**config.mk**
```make
export PLATFORM = sky130hd
export DESIGN_NAME = button_debounce_short_long_press_flat
export DESIGN_NICKNAME = d
export VERILOG_FILES = /design/src/sv/bdsl_pkg.sv /design/src/sv/bdsl_in_if.sv /design/src/sv/bdsl_out_if.sv /design/src/sv/bdsl_cfg.sv /design/src/sv/bdsl_core.sv /design/src/sv/button_debounce_short_long_press.sv /design/src/flat_wrapper.sv
export VERILOG_INCLUDE_DIRS = /design/src /design/src/sv
export SDC_FILE = /design/constraint.sdc
export NUM_CORES = 1
export LEC_CHECK = 0
export ABC_AREA = 1
export BUFFER_PORTS_ARGS = -buffer_cell sky130_fd_sc_hd__buf_2
export CORE_ASPECT_RATIO = 1.1
export CORE_MARGIN = 1.5
export CORE_UTILIZATION = 39
export DETAILED_ROUTE_END_ITERATION = 16
export HOLD_SLACK_MARGIN = 0.06
export RECOVER_POWER = 50
export SYNTH_ARGS = -nofsm -noshare
export SYNTH_HDL_FRONTEND = slang
export SYNTH_SLANG_ARGS = --single-unit
```
**constraint.sdc**
```tcl
create_clock -name clk -period 8.9 [get_ports clk]
set_clock_uncertainty 0.2 [all_clocks]
set_input_delay 0.445 -clock clk [delete_from_list [all_inputs] [get_ports clk]]
set_output_delay 0.445 -clock clk [all_outputs]
set_load 0.005 [all_outputs]
```
**src/sv/assert_macros.svh**
```systemverilog
// assertion macros shared by the rtl
`ifndef ASSERT_MACROS_SVH
`define ASSERT_MACROS_SVH
`ifndef SYNTH
// clocked check, switched off while reset is held
`define BDSL_ASSERT(label, clk, rst_n, prop) \
  label: assert property (@(posedge clk) disable iff (!rst_n) prop) \
    else $error("bdsl assertion failed");
// clocked check that also holds through reset
`define BDSL_ASSERT_ALWAYS(label, clk, prop) \
  label: assert property (@(posedge clk) prop) \
    else $error("bdsl assertion failed");
`else
`define BDSL_ASSERT(label, clk, rst_n, prop)
`define BDSL_ASSERT_ALWAYS(label, clk, prop)
`endif
`endif

```
**src/sv/bdsl_pkg.sv**
```systemverilog
package bdsl_pkg;

  // field and register widths
  localparam int TIME_W = 32;
  localparam int NOW_W  = 32;
  localparam int THR_W  = 16;
  localparam int CFG_AW = 4;
  localparam int CFG_DW = 32;
  localparam int IDX_W  = CFG_AW - 2;

  // register reset values
  localparam logic [THR_W-1:0] DEF_WINDOW  = 16'd25;
  localparam logic [THR_W-1:0] DEF_LONG    = 16'd1000;
  localparam logic             DEF_PRESSED = 1'b0;

  // register indexes (byte address / 4)
  localparam logic [IDX_W-1:0] REG_WINDOW  = 2'd0;
  localparam logic [IDX_W-1:0] REG_LONG    = 2'd1;
  localparam logic [IDX_W-1:0] REG_PRESSED = 2'd2;

  typedef struct packed {
    logic [THR_W-1:0] window;
    logic [THR_W-1:0] long_time;
    logic             pressed_level;
  } bdsl_cfg_t;

  typedef struct packed {
    logic stage_full;
    logic armed;
    logic short_latch;
    logic long_latch;
  } bdsl_stat_t;

endpackage

```
**src/sv/bdsl_in_if.sv**
```systemverilog
interface bdsl_in_if;
  logic                       valid;
  logic                       ready;
  logic                       raw_level;
  logic [bdsl_pkg::NOW_W-1:0] now_ms;
  logic                       seed;
  logic                       consume_short;
  logic                       consume_long;

  modport source (output valid, raw_level, now_ms, seed, consume_short, consume_long,
                  input ready);
  modport sink (input valid, raw_level, now_ms, seed, consume_short, consume_long,
                output ready);
endinterface

```
**src/sv/bdsl_out_if.sv**
```systemverilog
interface bdsl_out_if;
  logic valid;
  logic ready;
  logic short_press;
  logic long_press;
  logic debounced_level;

  modport source (output valid, short_press, long_press, debounced_level, input ready);
  modport sink (input valid, short_press, long_press, debounced_level, output ready);
endinterface

```
**src/sv/bdsl_cfg.sv**
```systemverilog
module bdsl_cfg (
  input  logic                         clk,
  input  logic                         rst_n,
  input  logic                         psel,
  input  logic                         penable,
  input  logic                         pwrite,
  input  logic [bdsl_pkg::CFG_AW-1:0]  paddr,
  input  logic [bdsl_pkg::CFG_DW-1:0]  pwdata,
  output logic [bdsl_pkg::CFG_DW-1:0]  prdata,
  output logic                         pready,
  output bdsl_pkg::bdsl_cfg_t          cfg
);

  bdsl_pkg::bdsl_cfg_t            cfg_r;
  logic                           wr_en;
  logic [bdsl_pkg::IDX_W-1:0]     idx;

  assign pready = 1'b1;
  assign wr_en  = psel & penable & pwrite;
  assign idx    = paddr[bdsl_pkg::CFG_AW-1:2];
  assign cfg    = cfg_r;

  // register writes
  always_ff @(posedge clk) begin
    if (!rst_n) begin
      cfg_r.window        <= bdsl_pkg::DEF_WINDOW;
      cfg_r.long_time     <= bdsl_pkg::DEF_LONG;
      cfg_r.pressed_level <= bdsl_pkg::DEF_PRESSED;
    end else if (wr_en) begin
      unique case (idx)
        bdsl_pkg::REG_WINDOW:  cfg_r.window        <= pwdata[bdsl_pkg::THR_W-1:0];
        bdsl_pkg::REG_LONG:    cfg_r.long_time     <= pwdata[bdsl_pkg::THR_W-1:0];
        bdsl_pkg::REG_PRESSED: cfg_r.pressed_level <= pwdata[0];
        default: ;
      endcase
    end
  end

  // read back
  always_comb begin
    prdata = '0;
    unique case (idx)
      bdsl_pkg::REG_WINDOW:  prdata[bdsl_pkg::THR_W-1:0] = cfg_r.window;
      bdsl_pkg::REG_LONG:    prdata[bdsl_pkg::THR_W-1:0] = cfg_r.long_time;
      bdsl_pkg::REG_PRESSED: prdata[0] = cfg_r.pressed_level;
      default:               prdata = '0;
    endcase
  end

endmodule

```
**src/sv/bdsl_core.sv**
```systemverilog
module bdsl_core (
  input  logic                clk,
  input  logic                rst_n,
  input  bdsl_pkg::bdsl_cfg_t cfg,
  bdsl_in_if.sink             in_ch,
  bdsl_out_if.source          out_ch,
  output bdsl_pkg::bdsl_stat_t stat
);

  // input stage
  logic                          s1_valid_r;
  logic                          s1_raw_r;
  logic [bdsl_pkg::TIME_W-1:0]   s1_now_r;
  logic                          s1_seed_r;
  logic                          s1_cs_r;
  logic                          s1_cl_r;

  // result stage
  logic out_valid_r;
  logic out_short_r;
  logic out_long_r;
  logic out_level_r;

  // debounce state
  logic                        armed_r, armed_nxt;
  logic                        prev_r, prev_nxt;
  logic                        acc_r, acc_nxt;
  logic [bdsl_pkg::TIME_W-1:0] chg_r, chg_nxt;
  logic [bdsl_pkg::TIME_W-1:0] hold_r, hold_nxt;
  logic                        ldone_r, ldone_nxt;
  logic                        llatch_r, llatch_nxt;
  logic                        slatch_r, slatch_nxt;

  logic                        out_adv;
  logic                        step;
  logic [bdsl_pkg::TIME_W-1:0] diff_chg;
  logic [bdsl_pkg::TIME_W-1:0] diff_hold;
  logic [bdsl_pkg::TIME_W-1:0] win_ext;
  logic [bdsl_pkg::TIME_W-1:0] long_ext;
  logic                        short_o;
  logic                        long_o;

  // handshake: the result register parts the two sides
  assign out_adv     = !out_valid_r || out_ch.ready;
  assign in_ch.ready = !s1_valid_r || out_adv;
  assign step        = s1_valid_r && out_adv;

  assign win_ext  = {{(bdsl_pkg::TIME_W - bdsl_pkg::THR_W){1'b0}}, cfg.window};
  assign long_ext = {{(bdsl_pkg::TIME_W - bdsl_pkg::THR_W){1'b0}}, cfg.long_time};

  // input register
  always_ff @(posedge clk) begin
    if (!rst_n) begin
      s1_valid_r <= 1'b0;
    end else if (in_ch.ready) begin
      s1_valid_r <= in_ch.valid;
    end
  end

  always_ff @(posedge clk) begin
    if (in_ch.valid && in_ch.ready) begin
      s1_raw_r  <= in_ch.raw_level;
      s1_now_r  <= in_ch.now_ms[bdsl_pkg::TIME_W-1:0];
      s1_seed_r <= in_ch.seed;
      s1_cs_r   <= in_ch.consume_short;
      s1_cl_r   <= in_ch.consume_long;
    end
  end

  // one poll: seed, debounce, hold timing, then consume
  always_comb begin
    armed_nxt  = armed_r;
    prev_nxt   = prev_r;
    acc_nxt    = acc_r;
    chg_nxt    = chg_r;
    hold_nxt   = hold_r;
    ldone_nxt  = ldone_r;
    llatch_nxt = llatch_r;
    slatch_nxt = slatch_r;
    diff_chg   = '0;
    diff_hold  = '0;
    if (s1_seed_r) begin
      prev_nxt   = s1_raw_r;
      acc_nxt    = s1_raw_r;
      chg_nxt    = '0;
      hold_nxt   = '0;
      ldone_nxt  = (s1_raw_r == cfg.pressed_level);
      llatch_nxt = 1'b0;
      slatch_nxt = 1'b0;
      armed_nxt  = 1'b1;
    end else if (armed_r) begin
      // raw change restarts the stability timer
      if (s1_raw_r != prev_r) begin
        prev_nxt = s1_raw_r;
        chg_nxt  = s1_now_r;
      end
      diff_chg = s1_now_r - chg_nxt;
      if (diff_chg >= win_ext && s1_raw_r != acc_r) begin
        acc_nxt = s1_raw_r;
        if (s1_raw_r == cfg.pressed_level) begin
          hold_nxt  = s1_now_r;
          ldone_nxt = 1'b0;
        end else if (!ldone_r) begin
          slatch_nxt = 1'b1;
        end
      end
      // long press fires once per hold
      diff_hold = s1_now_r - hold_nxt;
      if (acc_nxt == cfg.pressed_level && !ldone_nxt && diff_hold >= long_ext) begin
        llatch_nxt = 1'b1;
        ldone_nxt  = 1'b1;
      end
    end
    short_o = s1_cs_r & slatch_nxt;
    long_o  = s1_cl_r & llatch_nxt;
    if (s1_cs_r) begin
      slatch_nxt = 1'b0;
    end
    if (s1_cl_r) begin
      llatch_nxt = 1'b0;
    end
  end

  // state update
  always_ff @(posedge clk) begin
    if (!rst_n) begin
      armed_r  <= 1'b0;
      prev_r   <= 1'b0;
      acc_r    <= 1'b0;
      chg_r    <= '0;
      hold_r   <= '0;
      ldone_r  <= 1'b0;
      llatch_r <= 1'b0;
      slatch_r <= 1'b0;
    end else if (step) begin
      armed_r  <= armed_nxt;
      prev_r   <= prev_nxt;
      acc_r    <= acc_nxt;
      chg_r    <= chg_nxt;
      hold_r   <= hold_nxt;
      ldone_r  <= ldone_nxt;
      llatch_r <= llatch_nxt;
      slatch_r <= slatch_nxt;
    end
  end

  // result register
  always_ff @(posedge clk) begin
    if (!rst_n) begin
      out_valid_r <= 1'b0;
    end else if (out_adv) begin
      out_valid_r <= s1_valid_r;
    end
  end

  always_ff @(posedge clk) begin
    if (step) begin
      out_short_r <= short_o;
      out_long_r  <= long_o;
      out_level_r <= acc_nxt;
    end
  end

  assign out_ch.valid           = out_valid_r;
  assign out_ch.short_press     = out_short_r;
  assign out_ch.long_press      = out_long_r;
  assign out_ch.debounced_level = out_level_r;

  assign stat.stage_full  = s1_valid_r;
  assign stat.armed       = armed_r;
  assign stat.short_latch = slatch_r;
  assign stat.long_latch  = llatch_r;

endmodule

```
**src/sv/button_debounce_short_long_press.sv**
```systemverilog
// an accepted item goes through the input register, then the result register
// throughput: one item per cycle unless stalled; debounce is one logic pass per item
// a stalled result register holds the item; the input stage still fills behind it
// reset (synchronous, rst_n low): channels empty, block unarmed, registers at defaults
`include "assert_macros.svh"

module button_debounce_short_long_press (
  input  logic                         clk,
  input  logic                         rst_n,
  bdsl_in_if.sink                      in_ch,
  bdsl_out_if.source                   out_ch,
  input  logic                         cfg_psel,
  input  logic                         cfg_penable,
  input  logic                         cfg_pwrite,
  input  logic [bdsl_pkg::CFG_AW-1:0]  cfg_paddr,
  input  logic [bdsl_pkg::CFG_DW-1:0]  cfg_pwdata,
  output logic [bdsl_pkg::CFG_DW-1:0]  cfg_prdata,
  output logic                         cfg_pready
);

  bdsl_pkg::bdsl_cfg_t  cfg;
  bdsl_pkg::bdsl_stat_t stat;

  // configuration registers
  bdsl_cfg u_cfg (
    .clk     (clk),
    .rst_n   (rst_n),
    .psel    (cfg_psel),
    .penable (cfg_penable),
    .pwrite  (cfg_pwrite),
    .paddr   (cfg_paddr),
    .pwdata  (cfg_pwdata),
    .prdata  (cfg_prdata),
    .pready  (cfg_pready),
    .cfg     (cfg)
  );

  // debounce and press detection
  bdsl_core u_core (
    .clk    (clk),
    .rst_n  (rst_n),
    .cfg    (cfg),
    .in_ch  (in_ch),
    .out_ch (out_ch),
    .stat   (stat)
  );

  // checks
  `BDSL_ASSERT(a_unarmed_no_latch, clk, rst_n, !stat.armed |-> (!stat.short_latch && !stat.long_latch))
  `BDSL_ASSERT(a_full_stall_blocks, clk, rst_n, (stat.stage_full && out_ch.valid && !out_ch.ready) |-> !in_ch.ready)
  `BDSL_ASSERT_ALWAYS(a_reset_clears, clk, !rst_n |=> (!out_ch.valid && !stat.armed && !stat.stage_full))

endmodule

```
**src/flat_wrapper.sv**
```systemverilog
// flat-port wrapper written by rule: the top's interface ports become plain ports
module button_debounce_short_long_press_flat 
  (clk, rst_n, cfg_psel, cfg_penable, cfg_pwrite, cfg_paddr, cfg_pwdata, cfg_prdata, cfg_pready, in_ch_valid, in_ch_raw_level, in_ch_now_ms, in_ch_seed, in_ch_consume_short, in_ch_consume_long, in_ch_ready, out_ch_valid, out_ch_short_press, out_ch_long_press, out_ch_debounced_level, out_ch_ready);
  bdsl_in_if in_ch_i ();
  bdsl_out_if out_ch_i ();
  input  logic clk;
  input  logic rst_n;
  input  logic cfg_psel;
  input  logic cfg_penable;
  input  logic cfg_pwrite;
  input  logic [bdsl_pkg::CFG_AW-1:0] cfg_paddr;
  input  logic [bdsl_pkg::CFG_DW-1:0] cfg_pwdata;
  output logic [bdsl_pkg::CFG_DW-1:0] cfg_prdata;
  output logic cfg_pready;
  input wire logic [$bits(in_ch_i.valid)-1:0] in_ch_valid;
  input wire logic [$bits(in_ch_i.raw_level)-1:0] in_ch_raw_level;
  input wire logic [$bits(in_ch_i.now_ms)-1:0] in_ch_now_ms;
  input wire logic [$bits(in_ch_i.seed)-1:0] in_ch_seed;
  input wire logic [$bits(in_ch_i.consume_short)-1:0] in_ch_consume_short;
  input wire logic [$bits(in_ch_i.consume_long)-1:0] in_ch_consume_long;
  output wire logic [$bits(in_ch_i.ready)-1:0] in_ch_ready;
  output wire logic [$bits(out_ch_i.valid)-1:0] out_ch_valid;
  output wire logic [$bits(out_ch_i.short_press)-1:0] out_ch_short_press;
  output wire logic [$bits(out_ch_i.long_press)-1:0] out_ch_long_press;
  output wire logic [$bits(out_ch_i.debounced_level)-1:0] out_ch_debounced_level;
  input wire logic [$bits(out_ch_i.ready)-1:0] out_ch_ready;
  assign in_ch_i.valid = in_ch_valid;
  assign in_ch_i.raw_level = in_ch_raw_level;
  assign in_ch_i.now_ms = in_ch_now_ms;
  assign in_ch_i.seed = in_ch_seed;
  assign in_ch_i.consume_short = in_ch_consume_short;
  assign in_ch_i.consume_long = in_ch_consume_long;
  assign in_ch_ready = in_ch_i.ready;
  assign out_ch_valid = out_ch_i.valid;
  assign out_ch_short_press = out_ch_i.short_press;
  assign out_ch_long_press = out_ch_i.long_press;
  assign out_ch_debounced_level = out_ch_i.debounced_level;
  assign out_ch_i.ready = out_ch_ready;
  button_debounce_short_long_press u_core (.clk(clk), .rst_n(rst_n), .in_ch(in_ch_i), .out_ch(out_ch_i), .cfg_psel(cfg_psel), .cfg_penable(cfg_penable), .cfg_pwrite(cfg_pwrite), .cfg_paddr(cfg_paddr), .cfg_pwdata(cfg_pwdata), .cfg_prdata(cfg_prdata), .cfg_pready(cfg_pready));
endmodule
```
==> results of run 1 <==
==> cells by family after synthesis <==
family          count (synthesis)
buf+inv                       384
mux                             2
simple gates                  796
compound gates                320
flops                         144
xor+xnor                       38
fa+ha+maj                      96
other cells                     2
==> synthesized netlist by cell type, drive strengths merged, types with 3 or more instances <==
| library cell | n |
|---|---|
| nand2 | 560 |
| inv | 321 |
| a21oi | 189 |
| nor2 | 134 |
| dfxtp | 105 |
| ha | 94 |
| o21ai | 83 |
| nand3 | 60 |
| edfxtp | 39 |
| clkbuf | 34 |
| buf | 27 |
| xor2 | 27 |
| nand4 | 16 |
| o22ai | 16 |
| nor3 | 14 |
| o211ai | 11 |
| xnor2 | 11 |
| a211oi | 4 |
| a21o | 4 |
| and3 | 4 |
| o21bai | 4 |
| a21boi | 3 |
| o21a | 3 |
| or2 | 3 |
==> per-stage QoR <==
stage	std cells	total power, mW	utilization	area (sq um)	hold slack (ns)
after CTS	2276	2.088	0.4581	13190	0.06060
after detailed placement	2199	1.340	0.4226	12170	0.2551
after global routing	2278	2.211	0.4608	13270	0.08278
after global placement	2199	1.331	0.4226	12170	0.2514
final	2278	2.078	0.4608	13270	0.08212
after floorplan	1797	1.176	-	11510	0.2422
==> worst max-delay path, delay by kind of cell, from the launching register on <==
kind | cells | cell delay (ns)
AO/OA/AOI/OAI | 9 | 1.53
adder cells (fa/ha/maj) | 5 | 1.46
AND/OR/NAND/NOR | 30 | 3.12
buffers and inverters | 6 | 0.80
flip-flops | 1 | 0.46
XOR/XNOR | 2 | 0.34
==> area by class of cell <==
type / count / area (sq um) / share of cell area
clock buffers: 18 / 429.2 / 0.03235
clock inverters: 14 / 141.4 / 0.01066
inverters: 323 / 1239 / 0.09337
multi-input cells: 1269 / 6770 / 0.5103
flip-flops and latches: 144 / 3273 / 0.2467
well taps: 368 / 460.4 / 0.03471
repair buffers: 142 / 953.4 / 0.07187
==> power by group <==
| group | internal [mW] | leakage [nW] | switching [mW] |
|---|---|---|---|
| Combinational | 0.237 | 4.96 | 0.415 |
| Clock | 0.411 | 0.274 | 0.308 |
| Sequential | 0.691 | 1.23 | 0.0148 |
| Total | 1.34 | 6.46 | 0.738 |
==> registers in the layout, indices dropped and copies added, names as in the netlist <==
name,flops
u_core.u_core.acc_r,1
u_core.u_core.s1_cs_r,1
u_core.u_core.s1_seed_r,1
u_core.u_core.s1_valid_r,1
u_core.u_core.out_ch.long_press,1
u_core.u_core.s1_raw_r,1
u_core.u_core.hold_r,32
u_core.u_core.prev_r,1
u_core.u_core.slatch_r,1
u_core.u_core.ldone_r,1
u_core.u_cfg.cfg,33
u_core.u_core.llatch_r,1
u_core.u_core.chg_r,32
u_core.u_core.armed_r,1
u_core.u_core.out_ch.debounced_level,1
u_core.u_core.s1_now_r,32
u_core.u_core.s1_cl_r,1
u_core.u_core.out_ch.short_press,1
u_core.u_core.out_ch.valid,1
==> per-layer routing <==
layer,track usage,share of wire,up-vias
li1,-,-,5844
met1,0.2934,0.47,5168
met2,0.3708,0.47,224
met3,0.03237,0.044,43
met4,0.07345,0.022,0
met5,0,0,-
==> worst paths after layout <==
path                                                    end  slack, ns  cells after the start
hold reg to reg        u_core.u_core.chg_r[21]$_SDFFE_PN0P_       0.26                      2
hold / removal             u_core.u_cfg.cfg[1]$_SDFFE_PN0P_       0.08                      3
setup / recovery  u_core.u_core.out_ch.long_press$_DFFE_PP_       0.71                     52
setup reg to reg  u_core.u_core.out_ch.long_press$_DFFE_PP_       0.71                     52
==> repair_timing <==
item | in CTS | in global routing
gates resized for setup | 0 | 36
setup buffers | 0 | 2
hold endpoints to repair | 46 | 0
hold buffers | 45 | 0
endpoints found under the setup margin | 0 | 3
==> impl_metrics.py, run 1 <==
metrics = {
    "outcome": {
        "status": "finished with violations",
        "violations": "DRC, capacitance limit, slew limit",
    },
    "final_layout": {
        "final_common_cell": "nand2_1",
        "area_growth_pct": 15.78,
        "num-fill-cells": 3066,
        "final_layout_size_suffix_gt1_frac": 0.09581,
        "layout_common_cells": "nand2_1, inv_1, a21oi_1, nor2_1, dfxtp_1",
        "num_antenna_cells": 0,
        "final_nets": 2072,
    },
    "place": {
        "hpwlAfterDp_um": 25710,
        "place.gp.congestion": 0.9174,
        "pre_cts_ws_ns": 0.1959,
        "port_buffers": 81,
    },
    "route": {
        "ant_nets": 0,
        "wirelength_um": 33070,
        "wl_per_cell_um": 14.52,
        "drt-vias-per-instance": 4.951,
        "drtIter0Drc": 739,
        "drtPass1Iterations": 11,
        "drc": 10,
        "vias": 11279,
    },
    "timing": {
        "fin_ws_ns": 0.7056,
        "worst_pin_slew_ns": 2.062,
        "max_slew_margin": -0.3746,
        "setup_viol": 0,
        "max_freq_ghz": 0.1220,
        "period_minus_slack_ns": 8.194,
        "tns_ns": 0,
        "timing_hold_violations_final": 0,
        "fin_crit_sh": 0.9207,
        "drv_slew": 79,
    },
    "floorplan": {
        "fp.dieH_um": 182.8,
        "start_util": 0.3980,
        "die_x_um": 166.4,
        "num_rows": 65,
        "dieArea_sq_um": 30420,
        "ioPinCount": 117,
        "core_region_area_sq_um": 28790,
    },
    "setup_path": {
        "r2r_start": "u_core.u_core.s1_raw_r$_DFFE_PP_",
        "startpoint": "u_core.u_core.s1_raw_r$_DFFE_PP_",
        "start_kind": "flip-flop",
        "crit_type": "flip-flop to flip-flop",
        "slowest_stage": "edfxtp_1",
        "path_common_cell": "nand2_1",
        "cp-end-kind": "flip-flop",
        "crit_required_ns": 8.91,
        "crit_fanout": 31,
        "slowest_delay_ns": 0.46,
        "arrival_ns": 8.20,
    },
    "clocking": {
        "clk_pin_slew_ns": 0.07,
        "worstSkewPairLatency_ns": 0.45,
        "cts_made_buffers": 17,
        "clock_path_buffers": 2,
        "cts_tree": "done",
        "cts.sinks": 144,
        "root_buffer": "clkbuf_16",
        "htree_levels": 4,
    },
    "yosys": {
        "netlist_instances": 1782,
        "ys_warn_count": 0,
        "synth_edf_count": 39,
        "synth-simple-area-share": 0.2825,
        "synth-xor-area-share": 0.02905,
        "avgSynthCellArea_sq_um": 6.430,
        "synthArstFlopShare": 0,
        "synth-seq-cells": 144,
        "synth_area_leaders": "dfxtp_1, nand2_1, ha_1",
        "synth-seq-area-share": 0.2857,
        "synthMuxAreaShare": 0.001747,
        "synth_top_area_cell": "dfxtp_1",
        "ys_dominant_reg_cell": "dfxtp_1",
        "synth_top_area_share": 0.1834,
        "synthAdderAreaFrac": 0.1061,
        "synth-compound-area-share": 0.1587,
        "synth_top_family_by_area": "simple AND/OR/NAND/NOR gates",
        "synth_cell_types": 47,
        "synth_area_sq_um": 11460,
    },
    "min_path": {
        "hp-class": "input port to flip-flop",
        "min_from": "cfg_pwdata[0]",
    },
    "global_routing": {
        "grt_max_degree": 68,
        "track_usage": 0.2216,
        "antenna_found_initial": 0,
        "gr-total-overflow": 0,
        "grt_pass1_wl_um": 53310,
        "grt_pass1_vias": 10464,
    },
    "flow_run": {
        "maxCapViolations": 2,
    },
    "power": {
        "p_leak_nw": 6.464,
        "ir_drop_uv": 130.8,
        "power_density_nw_per_um2": 156.6,
    },
}
Note: power is estimated with default switching activity, not from simulation.
==> run 2, diff against run 1 <==
--- a/config.mk
+++ b/config.mk
@@ -10,9 +10,10 @@
 export BUFFER_PORTS_ARGS = -buffer_cell sky130_fd_sc_hd__buf_2
 export CORE_ASPECT_RATIO = 1.1
 export CORE_MARGIN = 1.5
-export CORE_UTILIZATION = 39
+export CORE_UTILIZATION = 50
 export DETAILED_ROUTE_END_ITERATION = 16
 export HOLD_SLACK_MARGIN = 0.06
+export PLACE_DENSITY = 0.69
 export RECOVER_POWER = 50
 export SYNTH_ARGS = -nofsm -noshare
 export SYNTH_HDL_FRONTEND = slang
==> run 2 against run 1 <==
The flow finishes with violations (capacitance limit, slew limit); combinational power increased by 0.9%; sequential share of layout area decreased by 0.072 points; cell count decreased by 2.4%; utilization increased by 14 points; clock power increased by 2%; hold slack improved by 0.0060 ns; critical path type unchanged; critical endpoint unchanged.
==> impl_metrics.py, run 2 (synthesis gave the netlist of run 1 again) <==
metrics = {
    "setup_path": {
        "rrSetupSlack_ns": 0.74,
        "path_common_cell": "nand2_1",
        "slowest_delay_ns": 0.46,
        "crit_type": "flip-flop to flip-flop",
        "cp-end-kind": "flip-flop",
        "slowest_stage": "fa_1",
        "r2r_cells": 52,
        "r2r_end": "u_core.u_core.out_ch.long_press$_DFFE_PP_",
        "arrival_ns": 8.16,
        "r2r_start": "u_core.u_core.s1_raw_r$_DFFE_PP_",
        "start_kind": "flip-flop",
        "crit_required_ns": 8.90,
        "crit_fanout": 18,
    },
    "final_layout": {
        "final_common_cell": "nand2_1",
        "num_antenna_cells": 0,
        "largest_reg_flops": 33,
        "final_cells": 2223,
        "multi_input_area_sq_um": 6729,
        "final_layout_size_suffix_gt1_frac": 0.1053,
        "final_nets": 2090,
        "layout_common_cells": "nand2_1, inv_1, a21oi_1, nor2_1, dfxtp_1",
        "seq_area_sq_um": 3273,
        "fin_area_sq_um": 13310,
        "area_growth_pct": 16.12,
        "num-fill-cells": 2238,
    },
    "route": {
        "drt-vias-per-instance": 5.126,
        "drc": 0,
        "ant_nets": 0,
        "vias": 11396,
        "drtIter0Drc": 788,
        "wl_per_cell_um": 14.59,
        "wirelength_um": 32430,
        "drtPass1Iterations": 5,
    },
    "timing": {
        "setup_viol": 0,
        "fin_crit_sh": 0.9166,
        "worst_pin_slew_ns": 2.212,
        "tns_ns": 0,
        "whs_ns": 0.08812,
        "timing_hold_violations_final": 0,
        "max_freq_ghz": 0.1226,
        "drv_slew": 37,
        "period_minus_slack_ns": 8.158,
        "max_slew_margin": -0.4749,
    },
    "power": {
        "p_comb_frac": 0.314,
        "intPower_mw": 1.332,
        "p_sw_frac": 0.3647,
        "power_mw": 2.097,
        "clockPowerShare": 0.349,
        "ir_drop_uv": 125.3,
        "p_leak_nw": 6.599,
        "netSwitchingPower_uw": 764.7,
        "power_density_nw_per_um2": 157.6,
        "power_frac_seq": 0.337,
    },
    "outcome": {
        "status": "finished with violations",
        "violations": "capacitance limit, slew limit",
    },
    "global_routing": {
        "gr-total-overflow": 0,
        "grt_pass1_wl_um": 51920,
        "grt_max_degree": 68,
        "antenna_found_initial": 0,
        "grt_pass1_vias": 10531,
        "track_usage": 0.2770,
    },
    "min_path": {
        "min_to": "u_core.u_core.s1_valid_r$_SDFFE_PN0N_",
        "min_from": "in_ch_valid",
        "hold-path-cell-count": 3,
        "hp-class": "input port to flip-flop",
    },
    "clocking": {
        "worstSkewPairLatency_ns": 0.44,
        "cts_made_buffers": 17,
        "clock_path_buffers": 2,
        "clk_pin_slew_ns": 0.07,
        "cts_tree": "done",
        "root_buffer": "clkbuf_16",
        "cts.sinks": 144,
        "htree_levels": 4,
    },
    "floorplan": {
        "die_x_um": 147.3,
        "dieArea_sq_um": 23840,
        "fp.dieH_um": 161.8,
        "core_region_area_sq_um": 22320,
        "start_util": 0.5133,
        "num_rows": 57,
        "ioPinCount": 117,
    },
    "place": {
        "port_buffers": 81,
        "hpwlAfterDp_um": 25280,
        "placedCellCount": 2147,
        "place.gp.congestion": 0.9616,
        "place_area_sq_um": 12240,
    },
    "flow_run": {
        "maxCapViolations": 1,
    },
}
==> run 2: cell count changes in the layout (fill, tap and decap cells not counted), moves of 4 or more <==
| cell | delta |
|---|---|
| buf_2 | +7 |
| buf_4 | +19 |
| ha_1 | +4 |
| clkinv_8 | +4 |
| inv_8 | +5 |
| clkbuf_1 | -7 |
| clkinv_2 | -4 |
==> run 2: power by group through the flow <==
| stage | clock network [mW] | logic (mW) | registers [mW] |
|---|---|---|---|
| finish | 0.731 | 0.659 | 0.707 |
| global route | 0.763 | 0.748 | 0.708 |
| CTS | 0.740 | 0.648 | 0.706 |
| detailed placement | 0 | 0.630 | 0.721 |
| global placement | 0 | 0.622 | 0.721 |
| floorplan | 0 | 0.462 | 0.713 |
==> run 2: per-stage QoR <==
| step | util | worst slack [ns] |
|---|---|---|
| after floorplan | - | 1.388 |
| after CTS | 0.5949 | 0.3358 |
| after global placement | 0.5483 | 0.4104 |
| after global routing | 0.5960 | -0.02152 |
| after detailed placement | 0.5483 | 0.4051 |
| final | 0.5960 | 0.7421 |
==> run 2: critical path: cells and delay by family (launching register included) <==
family | cells | cell delay [ns]
simple gates | 31 | 3.17
compound gates | 9 | 1.61
fa+ha+maj | 5 | 1.54
buf+inv | 5 | 0.61
flops | 1 | 0.43
xor+xnor | 2 | 0.32
==> run 2: repair_timing <==
action / CTS / global route
endpoints found under the setup margin: 0 / 3
hold endpoints to repair: 44 / 0
setup buffers: 0 / 1
hold buffers: 43 / 0
gates resized for setup: 0 / 25
==> run 2: layout make-up <==
| cell class | count | area share |
|---|---|---|
| Clock buffer | 18 | 0.03385 |
| Clock inverter | 14 | 0.01204 |
| Timing Repair Buffer | 160 | 0.08294 |
| Sequential cell | 144 | 0.2460 |
| Tap cell | 295 | 0.02774 |
| Inverter | 323 | 0.09169 |
| Multi-Input combinational cell | 1269 | 0.5057 |
==> run 2: how the worst max path moves through the flow <==
stage,startpoint,end,slack [ns],depth (start not counted)
2_1_floorplan,u_core.u_core.s1_raw_r$_DFFE_PP_,u_core.u_core.out_ch.long_press$_DFFE_PP_,1.39,57
3_3_place_gp,u_core.u_core.s1_raw_r$_DFFE_PP_,u_core.u_core.out_ch.long_press$_DFFE_PP_,0.41,53
3_5_place_dp,u_core.u_core.s1_raw_r$_DFFE_PP_,u_core.u_core.out_ch.long_press$_DFFE_PP_,0.41,55
4_1_cts,u_core.u_core.s1_raw_r$_DFFE_PP_,u_core.u_core.out_ch.long_press$_DFFE_PP_,0.34,51
5_1_grt,u_core.u_core.s1_raw_r$_DFFE_PP_,u_core.u_core.out_ch.long_press$_DFFE_PP_,-0.02,54
6_report,u_core.u_core.s1_raw_r$_DFFE_PP_,u_core.u_core.out_ch.long_press$_DFFE_PP_,0.74,52
==> run 2: routing by layer <==
layer,share of wire,vias up,global-route usage
li1,-,5871,-
met1,0.46,5202,0.3660
met2,0.47,274,0.4731
met3,0.054,49,0.03764
met4,0.020,0,0.07727
met5,0,-,0
